**src/hdl/mono_bitmap_blit_rle_defines.svh**
```systemverilog
// assertion macros used by the span queue
`ifndef MONO_BITMAP_BLIT_RLE_DEFINES_SVH
`define MONO_BITMAP_BLIT_RLE_DEFINES_SVH
`ifndef SYNTHESIS
`define MBB_ASSERT(lbl, prop) \
  lbl: assert property (@(posedge clk) disable iff (rst) prop) \
    else $error("mbb check failed");
`define MBB_ASSERT_NEXT(lbl, pre, post) \
  lbl: assert property (@(posedge clk) disable iff (rst) (pre) |=> (post)) \
    else $error("mbb check failed");
`else
`define MBB_ASSERT(lbl, prop)
`define MBB_ASSERT_NEXT(lbl, pre, post)
`endif
`endif

```
**src/hdl/mbb_pkg.sv**
```systemverilog
`timescale 1ns / 1ps
package mbb_pkg;

  // source formats
  localparam logic [1:0] MODE_RAW       = 2'd0;
  localparam logic [1:0] MODE_RAW_TRANS = 2'd1;
  localparam logic [1:0] MODE_RLE       = 2'd2;
  localparam logic [1:0] MODE_RLE_TRANS = 2'd3;

  // register indexes
  localparam logic [2:0] REG_MODE     = 3'd0;
  localparam logic [2:0] REG_ORIGIN_X = 3'd1;
  localparam logic [2:0] REG_ORIGIN_Y = 3'd2;
  localparam logic [2:0] REG_WIDTH    = 3'd3;
  localparam logic [2:0] REG_CLIP_L   = 3'd4;
  localparam logic [2:0] REG_CLIP_T   = 3'd5;
  localparam logic [2:0] REG_CLIP_R   = 3'd6;
  localparam logic [2:0] REG_CLIP_B   = 3'd7;

  localparam int CFG_W = 11;

  // one visible horizontal span handed from front to back
  typedef struct packed {
    logic [15:0] base;   // row start offset in the frame buffer
    logic [9:0]  xf;     // first visible screen column
    logic [9:0]  xl;     // last visible screen column
    logic [2:0]  ph;     // low bits of the column of pixel 0
    logic [7:0]  vis;    // per-pixel visibility, pixel i at bit i
    logic [7:0]  col;    // per-pixel colour, pixel i at bit i
  } cmd_t;

endpackage

```
**src/hdl/mbb_if.sv**
```systemverilog
`timescale 1ns / 1ps
interface mbb_in_if;
  logic       valid;
  logic       ready;
  logic [7:0] source_byte;
  logic       first;
  modport source (output valid, source_byte, first, input ready);
  modport sink (input valid, source_byte, first, output ready);
endinterface

interface mbb_out_if;
  logic        valid;
  logic        ready;
  logic [15:0] dest_offset;
  logic [7:0]  write_mask;
  logic [7:0]  write_bits;
  logic        last;
  modport source (output valid, dest_offset, write_mask, write_bits, last, input ready);
  modport sink (input valid, dest_offset, write_mask, write_bits, last, output ready);
endinterface

```
**src/hdl/mbb_front.sv**
```systemverilog
`timescale 1ns / 1ps
module mbb_front #(
  parameter int LINE_BYTES = 16
) (
  input  logic                      clk,
  input  logic                      rst,
  input  logic                      cfg_we,
  input  logic [2:0]                cfg_index,
  input  logic [mbb_pkg::CFG_W-1:0] cfg_data,
  mbb_in_if.sink                    src,
  input  logic                      q_full,
  output logic                      push,
  output mbb_pkg::cmd_t             cmd
);

  localparam int LBW = $clog2(LINE_BYTES + 1);

  logic [1:0]  mode;
  logic [10:0] origin_x, origin_y, bitmap_width;
  logic [9:0]  clip_l, clip_t, clip_r, clip_b;
  logic [11:0] column, row;
  logic [6:0]  literal_left;
  logic [11:0] column_next, row_next;
  logic [6:0]  literal_left_next;

  logic [11:0] col_f, row_f;
  logic [6:0]  ll_f;
  logic [7:0]  b;
  logic signed [14:0] ox, oy, y, x0r, xi, cl_s, cr_s;
  logic        y_in;
  logic [7:0]  raw_vis, raw_col;
  logic [2:0]  fi, li;
  logic        found;
  logic        trans, opq, clr;
  logic [6:0]  n_calc, np, ll_n;
  logic [12:0] sum13;
  logic        wrap;
  logic signed [14:0] cs, x0, xe, xf, xl;
  logic        run_vis;
  logic [11:0] c_adv;
  logic        adv_row;
  logic [LBW+9:0] prod;

  // configuration registers
  always_ff @(posedge clk) begin
    if (rst) begin
      mode <= mbb_pkg::MODE_RAW;
      origin_x <= '0;
      origin_y <= '0;
      bitmap_width <= 11'd1;
      clip_l <= '0;
      clip_t <= '0;
      clip_r <= '0;
      clip_b <= '0;
    end else if (cfg_we) begin
      case (cfg_index)
        mbb_pkg::REG_MODE:     mode <= cfg_data[1:0];
        mbb_pkg::REG_ORIGIN_X: origin_x <= cfg_data;
        mbb_pkg::REG_ORIGIN_Y: origin_y <= cfg_data;
        mbb_pkg::REG_WIDTH:    bitmap_width <= cfg_data;
        mbb_pkg::REG_CLIP_L:   clip_l <= cfg_data[9:0];
        mbb_pkg::REG_CLIP_T:   clip_t <= cfg_data[9:0];
        mbb_pkg::REG_CLIP_R:   clip_r <= cfg_data[9:0];
        mbb_pkg::REG_CLIP_B:   clip_b <= cfg_data[9:0];
        default: ;
      endcase
    end
  end

  // decode position state
  always_ff @(posedge clk) begin
    if (rst) begin
      column <= '0;
      row <= '0;
      literal_left <= '0;
    end else if (src.valid && src.ready) begin
      column <= column_next;
      row <= row_next;
      literal_left <= literal_left_next;
    end
  end

  assign src.ready = !q_full;

  // classify the byte into one visible span
  always_comb begin
    b     = src.source_byte;
    col_f = src.first ? 12'd0 : column;
    row_f = src.first ? 12'd0 : row;
    ll_f  = src.first ? 7'd0 : literal_left;
    ox    = $signed({{4{origin_x[10]}}, origin_x});
    oy    = $signed({{4{origin_y[10]}}, origin_y});
    cl_s  = $signed({5'b00000, clip_l});
    cr_s  = $signed({5'b00000, clip_r});
    y     = oy + $signed({3'b000, row_f});
    y_in  = !y[14] && (y[13:0] >= {4'b0000, clip_t}) && (y[13:0] <= {4'b0000, clip_b});

    // raw formats, up to eight pixels
    x0r = ox + $signed({3'b000, col_f});
    raw_vis = '0;
    raw_col = '0;
    for (int i = 0; i < 8; i++) begin
      xi = x0r + $signed(15'(i));
      if (mode == mbb_pkg::MODE_RAW) begin
        raw_col[i] = b[7-i];
        raw_vis[i] = 1'b1;
      end else begin
        raw_col[i] = (i < 4) ? b[7-2*(i%4)] : 1'b0;
        raw_vis[i] = (i < 4) ? b[6-2*(i%4)] : 1'b0;
      end
      raw_vis[i] = raw_vis[i] && y_in && (({1'b0, col_f} + 13'(i)) < {2'b00, bitmap_width})
                   && !xi[14] && (xi[13:0] >= {4'b0000, clip_l})
                   && (xi[13:0] <= {4'b0000, clip_r});
    end
    fi = '0;
    li = '0;
    found = 1'b0;
    for (int i = 0; i < 8; i++) begin
      if (raw_vis[i] && !found) begin
        fi = 3'(i);
        found = 1'b1;
      end
      if (raw_vis[i]) li = 3'(i);
    end

    // run-length formats
    trans  = (mode == mbb_pkg::MODE_RLE_TRANS);
    opq    = trans ? b[0] : 1'b1;
    clr    = trans ? b[1] : b[0];
    n_calc = (trans ? {2'b00, b[6:2]} : {1'b0, b[6:1]}) + 7'd1;
    if (ll_f != 7'd0) begin
      np = 7'd1;
      ll_n = ll_f - 7'd1;
    end else if (b[7]) begin
      np = n_calc;
      ll_n = ll_f;
    end else begin
      np = 7'd0;
      ll_n = n_calc;
    end
    // a run past column 4095 is only visible after the wrap, from column 0 on
    sum13 = {1'b0, col_f} + {6'b000000, np};
    wrap  = sum13 > 13'd4096;
    cs    = $signed({3'b000, col_f}) - (wrap ? 15'sd4096 : 15'sd0);
    x0    = ox + cs;
    xe    = x0 + $signed({8'b00000000, np}) - 15'sd1;
    xf    = wrap ? ((ox > cl_s) ? ox : cl_s) : ((x0 > cl_s) ? x0 : cl_s);
    xl    = (xe < cr_s) ? xe : cr_s;
    run_vis = (np != 7'd0) && opq && y_in && (xf <= xl);

    // next position
    if (!mode[1]) begin
      c_adv = col_f + ((mode == mbb_pkg::MODE_RAW) ? 12'd8 : 12'd4);
      adv_row = c_adv >= {1'b0, bitmap_width};
      literal_left_next = '0;
    end else begin
      c_adv = col_f + {5'b00000, np};
      adv_row = (c_adv >= {1'b0, bitmap_width}) &&
                (((ll_f != 7'd0) && (ll_n == 7'd0)) || ((ll_f == 7'd0) && b[7]));
      literal_left_next = ll_n;
    end
    column_next = adv_row ? 12'd0 : c_adv;
    row_next    = adv_row ? row_f + 12'd1 : row_f;

    // span out
    prod = y[9:0] * LBW'(LINE_BYTES);
    cmd.base = 16'(prod);
    if (!mode[1]) begin
      cmd.xf  = 10'(x0r + $signed({12'b0, fi}));
      cmd.xl  = 10'(x0r + $signed({12'b0, li}));
      cmd.ph  = x0r[2:0];
      cmd.vis = raw_vis;
      cmd.col = raw_col;
      push    = src.valid && src.ready && (raw_vis != 8'd0);
    end else begin
      cmd.xf  = xf[9:0];
      cmd.xl  = xl[9:0];
      cmd.ph  = x0[2:0];
      cmd.vis = 8'hff;
      cmd.col = {8{clr}};
      push    = src.valid && src.ready && run_vis;
    end
  end

endmodule

```
**src/hdl/mbb_queue.sv**
```systemverilog
`timescale 1ns / 1ps
`include "mono_bitmap_blit_rle_defines.svh"
module mbb_queue (
  input  logic          clk,
  input  logic          rst,
  input  logic          push,
  input  mbb_pkg::cmd_t din,
  input  logic          pop,
  output mbb_pkg::cmd_t dout,
  output logic          full,
  output logic          empty
);

  mbb_pkg::cmd_t mem [2];
  logic       wp, rp;
  logic [1:0] count;

  // two-entry span store
  always_ff @(posedge clk) begin
    if (push) mem[wp] <= din;
  end

  always_ff @(posedge clk) begin
    if (rst) begin
      wp <= 1'b0;
      rp <= 1'b0;
      count <= '0;
    end else begin
      if (push) wp <= !wp;
      if (pop) rp <= !rp;
      count <= count + {1'b0, push} - {1'b0, pop};
    end
  end

  assign dout  = mem[rp];
  assign full  = (count == 2'd2);
  assign empty = (count == 2'd0);

  `MBB_ASSERT(a_no_overflow, (push |-> !full))
  `MBB_ASSERT(a_no_underflow, (pop |-> !empty))
  `MBB_ASSERT_NEXT(a_count_up, push && !pop, count == $past(count) + 2'd1)
  `MBB_ASSERT(a_count_range, (count != 2'd3))

endmodule

```
**src/hdl/mbb_back.sv**
```systemverilog
`timescale 1ns / 1ps
module mbb_back (
  input  logic          clk,
  input  logic          rst,
  input  mbb_pkg::cmd_t head,
  input  logic          head_valid,
  output logic          pop,
  mbb_out_if.source     dst
);

  logic       started;
  logic [6:0] cur;
  logic [6:0] idx;
  logic       adv, fin;
  logic [9:0] x;
  logic [2:0] j;
  logic [7:0] mask, bits;

  // byte walk across the span
  always_comb begin
    idx = started ? cur : head.xf[9:3];
    fin = (idx == head.xl[9:3]);
    adv = head_valid && (!dst.valid || dst.ready);
    pop = adv && fin;
    mask = '0;
    bits = '0;
    for (int k = 0; k < 8; k++) begin
      x = {idx, 3'(k)};
      j = x[2:0] - head.ph;
      mask[7-k] = (x >= head.xf) && (x <= head.xl) && head.vis[j];
      bits[7-k] = mask[7-k] && head.col[j];
    end
  end

  always_ff @(posedge clk) begin
    if (rst) begin
      started <= 1'b0;
    end else if (adv) begin
      started <= !fin;
    end
  end

  always_ff @(posedge clk) begin
    if (adv) cur <= idx + 7'd1;
  end

  // output register
  always_ff @(posedge clk) begin
    if (rst) begin
      dst.valid <= 1'b0;
    end else if (adv) begin
      dst.valid <= 1'b1;
    end else if (dst.ready) begin
      dst.valid <= 1'b0;
    end
  end

  always_ff @(posedge clk) begin
    if (adv) begin
      dst.dest_offset <= head.base + {9'b000000000, idx};
      dst.write_mask  <= mask;
      dst.write_bits  <= bits;
      dst.last        <= fin;
    end
  end

endmodule

```
**src/hdl/mono_bitmap_blit_rle.sv**
```systemverilog
`timescale 1ns / 1ps
// Clipped 1bpp bitmap blitter with run-length decoding. Source bytes enter on src, one
// per cycle while the two-entry span queue has room; each byte is turned into at most
// one visible span of pixels, and the write stage then emits one masked frame-buffer
// byte write per cycle on dst unless dst holds it off with ready low. A raw byte gives
// one or two writes, a repeat run up to nine; the queue takes new bytes while the write
// stage still works on an earlier span. Registers are to be written through cfg_we/
// cfg_index/cfg_data only while the block is idle; the block itself does not enforce this.
module mono_bitmap_blit_rle #(
  parameter int LINE_BYTES = 16
) (
  input  logic                      clk,
  input  logic                      rst,
  input  logic                      cfg_we,
  input  logic [2:0]                cfg_index,
  input  logic [mbb_pkg::CFG_W-1:0] cfg_data,
  mbb_in_if.sink                    src,
  mbb_out_if.source                 dst
);

  logic          push, pop, full, empty;
  mbb_pkg::cmd_t cmd, head;

  // byte decode and clipping
  mbb_front #(.LINE_BYTES(LINE_BYTES)) u_front (
    .clk(clk), .rst(rst), .cfg_we(cfg_we), .cfg_index(cfg_index), .cfg_data(cfg_data),
    .src(src), .q_full(full), .push(push), .cmd(cmd)
  );

  // span queue
  mbb_queue u_queue (
    .clk(clk), .rst(rst), .push(push), .din(cmd), .pop(pop), .dout(head),
    .full(full), .empty(empty)
  );

  // masked byte writes
  mbb_back u_back (
    .clk(clk), .rst(rst), .head(head), .head_valid(!empty), .pop(pop), .dst(dst)
  );

endmodule

```
**src/flat_wrapper.sv**
```systemverilog
// flat-port wrapper written by rule: the top's interface ports become plain ports
module mono_bitmap_blit_rle_flat 
#(
  parameter int LINE_BYTES = 16
)
  (clk, rst, cfg_we, cfg_index, cfg_data, src_valid, src_source_byte, src_first, src_ready, dst_valid, dst_dest_offset, dst_write_mask, dst_write_bits, dst_last, dst_ready);
  mbb_in_if src_i ();
  mbb_out_if dst_i ();
  input  logic clk;
  input  logic rst;
  input  logic cfg_we;
  input  logic [2:0] cfg_index;
  input  logic [mbb_pkg::CFG_W-1:0] cfg_data;
  input wire logic [$bits(src_i.valid)-1:0] src_valid;
  input wire logic [$bits(src_i.source_byte)-1:0] src_source_byte;
  input wire logic [$bits(src_i.first)-1:0] src_first;
  output wire logic [$bits(src_i.ready)-1:0] src_ready;
  output wire logic [$bits(dst_i.valid)-1:0] dst_valid;
  output wire logic [$bits(dst_i.dest_offset)-1:0] dst_dest_offset;
  output wire logic [$bits(dst_i.write_mask)-1:0] dst_write_mask;
  output wire logic [$bits(dst_i.write_bits)-1:0] dst_write_bits;
  output wire logic [$bits(dst_i.last)-1:0] dst_last;
  input wire logic [$bits(dst_i.ready)-1:0] dst_ready;
  assign src_i.valid = src_valid;
  assign src_i.source_byte = src_source_byte;
  assign src_i.first = src_first;
  assign src_ready = src_i.ready;
  assign dst_valid = dst_i.valid;
  assign dst_dest_offset = dst_i.dest_offset;
  assign dst_write_mask = dst_i.write_mask;
  assign dst_write_bits = dst_i.write_bits;
  assign dst_last = dst_i.last;
  assign dst_i.ready = dst_ready;
  mono_bitmap_blit_rle #(.LINE_BYTES(LINE_BYTES)) u_core (.clk(clk), .rst(rst), .cfg_we(cfg_we), .cfg_index(cfg_index), .cfg_data(cfg_data), .src(src_i), .dst(dst_i));
endmodule
```
**config.mk**
```make
export PLATFORM = sky130hd
export DESIGN_NAME = mono_bitmap_blit_rle_flat
export DESIGN_NICKNAME = d
export VERILOG_FILES = /design/src/hdl/mbb_pkg.sv /design/src/hdl/mbb_if.sv /design/src/hdl/mbb_front.sv /design/src/hdl/mbb_queue.sv /design/src/hdl/mbb_back.sv /design/src/hdl/mono_bitmap_blit_rle.sv /design/src/flat_wrapper.sv
export VERILOG_INCLUDE_DIRS = /design/src /design/src/hdl
export SDC_FILE = /design/constraint.sdc
export NUM_CORES = 1
export LEC_CHECK = 0
export BUFFER_PORTS_ARGS = -buffer_cell sky130_fd_sc_hd__buf_4
export CORE_MARGIN = 3
export CORE_UTILIZATION = 50
export CTS_CLUSTER_SIZE = 30
export DETAILED_ROUTE_END_ITERATION = 6
export GPL_TIMING_DRIVEN = 0
export PLACE_DENSITY = 0.66
export SETUP_SLACK_MARGIN = 0.2
export SLEW_MARGIN = 10
export SYNTH_ARGS = -nofsm -noshare
export SYNTH_HDL_FRONTEND = slang
export SYNTH_SLANG_ARGS = --single-unit
export TNS_END_PERCENT = 10
```
**constraint.sdc**
```tcl
create_clock -name clk -period 21.1 [get_ports clk]
set_clock_uncertainty 0.2 [all_clocks]
set_input_delay 6.33 -clock clk [delete_from_list [all_inputs] [get_ports clk]]
set_output_delay 6.33 -clock clk [all_outputs]
set_load 0.1 [all_outputs]
```
# Yosys cells after proc, flatten, opt, wreduce, memory -nomap -nowiden

Memory sizes are Yosys's and may differ from the RTL's. A register that Yosys moved wholly into a read port is not among the register bits.
Cells that the tools add are included.
Widths: inputs -> output; s select.

Flip-flop bits (word level): 152
Bits in writable memories: 98
Input bits: 28
Output and inout port bits: 35
Memories kept: 1

$add $sub $neg: 40
$lt $le $gt $ge: 57
Equal/unequal tests: 10
Muxes and demuxes: 95
Reductions and logical operators: 122

Memory list:

| name               | words | width | rd ports | clocked after memory_dff | write ports | line            | source |
|---|---|---|---|---|---|---|---|
| u_core.u_queue.mem | 2     | 49    | 1        | 1                        | 1           | mbb_queue.sv:14 | `mbb_pkg::cmd_t mem [2];` |

Operators with widths:

| kind                  | number |
|---|---|
| $ge 14x10->1          | 9 |
| $le 14x10->1          | 9 |
| $lt 13x11->1          | 7 |
| $logic_and 1x1->1     | 81 |
| $ge 10x10->1          | 8 |
| $le 10x10->1          | 8 |
| $add 14x4->15 const B | 4 |
| $mux 12               | 5 |
| $mux 15               | 4 |
| $add 12x3->13 const B | 4 |
| $mux 7                | 7 |
| $bmux 1 s3            | 16 |
| $mux 1                | 47 |
| $mux 39               | 1 |
| $mux 3                | 12 |
| $lt 3x4->1 const B    | 8 |
| $add 14x3->15 const B | 2 |
| $add 11x13->14        | 2 |
| $add 12x2->13 const B | 2 |
| $ge 12x11->1          | 2 |
| $logic_not 1->1       | 22 |
| $add 10x4->10         | 2 |
| $add 16x7->16         | 1 |
| $reduce_and 2->1      | 8 |
| other kinds (39)      | 53 |

# Longest topological paths before layout

Word-level depth: 34
Mapped depth: 49
Mapped depth without buffers: 44

# Cells and area by module

A second synthesis with hierarchy kept.

Cell total of the unflattened synthesis: 2935
Area total of the unflattened synthesis: 25899.8 um^2

Modules (own cells, without submodules):

| module               | instances | cells each | area each (um^2) | seq. area each (um^2) |
|---|---|---|---|---|
| mbb_front            | 1         | 2434       | 18132.4          | 2122.0 |
| mbb_queue            | 1         | 192        | 4438.0           | 3403.3 |
| mbb_back             | 1         | 308        | 3325.7           | 1241.2 |
| mono_bitmap_blit_rle | 1         | 1          | 3.8              | 0.0 |

# Least setup slack after synthesis

Ideal clock, no wire load.

Path type: input to register
Start point: in src_first
End point: mem u_core.u_queue.mem[0][0] in the netlist's numbering, enable pin
Setup time: 0.456 ns
Arrival: 17.322 ns
Data required time: 20.444 ns
Slack: 3.123 ns
Stages: 40
Buffers on the path: 4
Path through: clkbuf_1 -> inv_1 -> clkbuf_1 -> nand2_1 -> inv_1 -> ha_1 -> fa_1 -> a211oi_2 -> nor2_1 -> nor2_1 -> clkinv_1 -> ha_1 -> inv_1 -> ha_1 -> a21oi_1 -> o21bai_1 -> a21oi_1 -> o21ba_2 -> (+4 left out) -> xnor2_1 -> or4b_2 -> ha_1 -> clkbuf_1 -> buf_1 -> mux2i_1 -> ha_1 -> nor2b_1 -> o21a_1 -> o21a_1 -> o21a_1 -> o21a_1 -> o21a_1 -> o31a_1 -> nor3_1 -> o21ai_0 -> a41o_1 -> nor2_1

Word-level cells in the longest chain between the ends: 18
Elaborated cells between the ends (all ways): 118
Those cells by class: add/sub (21); order compare (30); mux (11); reduce/logical (56)

Ends and longest elaborated chain:

| item                           | line               | source |
|---|---|---|
| from (decl)                    | flat_wrapper.sv:16 | `input wire logic [$bits(src_i.first)-1:0] src_first;` |
| $mux 7                         | mbb_front.sv:90    | `ll_f = src.first ? 7'd0 : literal_left;` |
| $reduce_bool 7->1              | mbb_front.sv:131   | `if (ll_f != 7'd0) begin` |
| $mux 7                         | mbb_front.sv:131   |  |
| $add 12x7->13                  | mbb_front.sv:142   | `sum13 = {1'b0, col_f} + {6'b000000, np};` |
| $gt 13x13->1                   | mbb_front.sv:143   | `wrap = sum13 > 13'd4096;` |
| $mux 13                        | mbb_front.sv:144   | `cs = $signed({3'b000, col_f}) - (wrap ? 15'sd4096 : 15'sd0);` |
| $sub 12x13->14                 | mbb_front.sv:144   |  |
| $add 11x14->15                 | mbb_front.sv:145   | `x0 = ox + cs;` |
| (+2 left out)                  | n/a                |  |
| $lt 15x11->1                   | mbb_front.sv:148   | `xl = (xe < cr_s) ? xe : cr_s;` |
| $mux 15                        | mbb_front.sv:148   |  |
| $le 15x15->1                   | mbb_front.sv:149   | `run_vis = (np != 7'd0) && opq && y_in && (xf <= xl);` |
| $logic_and 1x1->1              | mbb_front.sv:149   |  |
| $logic_and 1x1->1              | mbb_front.sv:181   | `push = src.valid && src.ready && run_vis;` |
| $mux 1 *                       | mbb_front.sv:168   | `if (!mode[1]) begin` |
| $mux 1 *                       | mbb_queue.sv:20    | `if (push) mem[wp] <= din;` |
| $mux 1 (not written as such) * | mbb_queue.sv:20    |  |
| to (decl)                      | mbb_queue.sv:14    |  |

Every way passes the cells marked *; elsewhere a longest branch is shown, timed or not.

# Worst setup path after layout

Start point: in src_first
End point: mem u_core.u_queue.mem[1][34] in the netlist's numbering, enable pin

Same word-level chain as after synthesis.

==> results.cfg <==
[clocking]
cts_sinks = 250
clk_pin_slew_worst_paths_ps = 60
cts_setup_buffers = 0
ctsRootBufferMaster = clkbuf_16
htree_levels = 1
holdBufCountCts = 0
cts_resized = 0
clk-insertion-delay-late_ps = 540
cts_buffers = 26
cts-root-to-sink-buffers = 3
cts_tree = done

[route]
wl_per_cell_um = 23.47
drc = 0
detail_route.first_pass.iterations = 5
drtIter0Drc = 2208
vias_per_cell = 6.234
wl_mm = 87.01
ant_nets = 0
num_vias = 23110

[critical_path]
critPathLaunchType = primary input
worstPathArrival_ps = 19420
cp.required_ps = 21120
endpoint_kind = register
slowest_delay_ps = 1470
r2r_cells = 38
reg2reg_from = u_core.u_front.column[0]
crit_family = adder cells
reg2reg_to = u_core.u_queue.mem[1][34]
cp_slowest_cell = fa_1
rrSetupSlack_ps = 8170
cp_max_fo = 29
worstSetupPathType = in2reg
cp_num_buf_inv = 10

[synthesis]
synth-main-ff-cell = edfxtp_1
synth_top_area_share_pct = 20.69
synth_area_leaders = ha_1 (21%), edfxtp_1 (16%), dfxtp_1 (9.1%)
yosysSeqAreaShare_pct = 25.53
synth_top_cell_by_area = ha_1
synth_edf_count = 137
synth_warnings = 0
avgSynthCellArea_um2 = 8.507
synth_seq_cells = 250
yosysUniqueCellTypes = 95
syn_area_mm2 = 0.02498
synth-async-reset-ratio_pct = 0
netlist_instances = 2936

[hold_path]
min_from = u_core.u_front.clip_b[2]
hold_end = u_core.u_front.clip_b[2]
hp-class = reg2reg
whs_path_depth = 2

[timing]
finalCritPeriodShare_pct = 91.91
hold_viol_final = 0
maxSlewHeadroom_pct = 6.854
grt_setup_unrepaired = no
report.final.setup_viol = 0
final_max_slew_viol_count = 0
worstMarginPinSlew_ps = 1396
fmax_ghz = 0.05156
final.min_clock_period_ps = 19390
setup_tns_ps = 0

[grt]
grt_pass1_wl_mm = 131.1
antenna_found_initial = 1
grt_overflow = 0
grt_pass1_vias = 21760
grt_max_degree = 36
track_usage_pct = 31.85

[floorplan]
die_area_mm2 = 0.05267
die_w_um = 229.5
start_util_pct = 50.82
ios = 63
core-area_mm2 = 0.04915
dieHeight_um = 229.5
rows = 81

[place]
place_congestion = 1.003
hpwl_mm = 68.51
io_buffers = 51

[finish]
syn_to_final_growth_pct = 8.902
final_nets = 3471
multi_input_area_mm2 = 0.01755
register_area_mm2 = 0.006376
fillers = 4542
layout-drive-gt1-share_pct = 6.870

[status]
outcome = finished clean

[pwr]
power.leakage_nw = 11.40
ir_drop_uv = 77.64
power.total_mw = 1.934
power_density_mw_per_mm2 = 71.09

[job]
max-cap-violations = 0
==> layer usage <==
| layer | vias up | global-route usage, % | part of all wire [%] |
|---|---|---|---|
| met5 | - | 0 | 0 |
| met4 | 0 | 9.667 | 3.3 |
| met3 | 167 | 3.993 | 8.0 |
| met2 | 1020 | 50.60 | 44 |
| met1 | 11110 | 45.22 | 45 |
| li1 | 10820 | - | - |
==> synthesized netlist by cell type, types with 9 or more instances <==
library cell / number
and3_1: 29
buf_1: 16
a221oi_1: 11
a21oi_1: 262
a211o_1: 10
and2_1: 18
a2111oi_0: 11
inv_1: 164
clkbuf_1: 81
nor4_1: 12
o21ai_0: 108
nor3_1: 56
xor2_1: 48
o21bai_1: 12
nand4_1: 47
mux2_2: 35
dfxtp_1: 113
nor2b_1: 64
buf_2: 11
ha_1: 413
edfxtp_1: 137
o31ai_1: 9
a31oi_1: 20
mux2i_1: 75
a21o_1: 75
nand2b_1: 27
nand2_1: 325
or3_1: 17
nor2_1: 221
o21a_1: 38
xnor2_1: 147
or2_2: 22
o211ai_1: 24
o22ai_1: 9
a211oi_1: 32
nand3_1: 70
==> per-stage QoR <==
stage	util (%)	worst slack (ps)	cell area, um2	hold slack [ps]	cells
final	55.34	1707	27200	254.2	3707
after floorplan	-	3123	24980	236.3	2937
after global routing	55.33	1151	27200	274.5	3706
after global placement	53.29	-1521	26200	242.2	3652
after CTS	55.33	1947	27190	255.3	3706
after detailed placement	53.55	1411	26320	246.5	3658
==> worst max path at each step <==
stage                     startpoint                        end  slack [ps]  depth (start not counted)
final                      src_first  u_core.u_queue.mem[1][34]        1710                         41
after global routing       src_first  u_core.u_queue.mem[0][21]        1150                         41
after CTS                  src_first  u_core.u_queue.mem[1][21]        1950                         41
after detailed placement   src_first  u_core.u_queue.mem[1][20]        1410                         41
after global placement     src_first  u_core.u_queue.mem[1][34]       -1520                         40
after floorplan            src_first   u_core.u_queue.mem[0][0]        3120                         40
==> cells by family (layout without fill, tap and decap cells) <==
group,after synthesis,count (layout),share of synthesized area [%]
and+or+nand+nor,949,949,18.11
DFF,250,250,25.53
buffers and inverters,286,391,4.388
AOI/OAI and AO/OA,712,712,18.29
muxes,122,122,5.500
adders and majority gates,421,421,21.33
other,1,3,0.01501
xor gates and xnor gates,195,195,6.838
==> worst register-to-register path, delay by kind of cell, from the launching register on <==
family / cells / cell delay, ps
AOI/OAI and AO/OA: 14 / 3400
xor gates and xnor gates: 1 / 230
adders and majority gates: 7 / 3290
buffers and inverters: 7 / 2800
DFF: 1 / 310
muxes: 1 / 330
and+or+nand+nor: 8 / 2060
==> report_power, final <==
part | switching, mW | internal (mW)
clock network | 0.200 | 0.275
logic | 0.566 | 0.261
registers | 0.0251 | 0.607
==> area by class of cell <==
cell class	instances	area share [%]
diodes	1	0.009200
plain buffers	110	1.596
clock buffers	37	2.769
inverters	176	2.433
repair buffers	57	1.739
multi-input cells	2401	64.52
flip-flops and latches	250	23.44
well taps	664	3.054
clock inverters	11	0.4416
==> layout by cell type (no fill, tap or decap), types with 17 or more instances in the layout <==
master     netlist  final
or3_1           17     17
a211oi_1        32     32
o21ai_0        108    108
o211ai_1        24     24
buf_1           16     17
nor3_1          56     56
inv_1          164    164
mux2i_1         75     74
xnor2_1        147    147
nand2_1        325    325
buf_4            2     53
nand4_1         47     47
a21oi_1        262    262
ha_1           413    413
nor2_1         221    218
dfxtp_1        113    113
clkbuf_1        81     87
o21a_1          38     37
nand3_1         70     70
nand2b_1        27     27
or2_2           22     22
a21o_1          75     75
a31oi_1         20     20
clkbuf_16        0     27
and2_1          18     18
edfxtp_1       137    137
and3_1          29     29
xor2_1          48     47
nor2b_1         64     64
mux2_2          35     35
==> state kept, by name, summed over array words and instances, names as in the netlist, 11 cells and up, named ones only <==
register and count:
u_core.u_back.dst.dest_offset 15, u_core.u_front.origin_y 11, u_core.u_queue.mem 98, u_core.u_front.column 12, u_core.u_front.bitmap_width 11, u_core.u_front.origin_x 11, u_core.u_front.row 12
(Power assumes the default switching activity.)
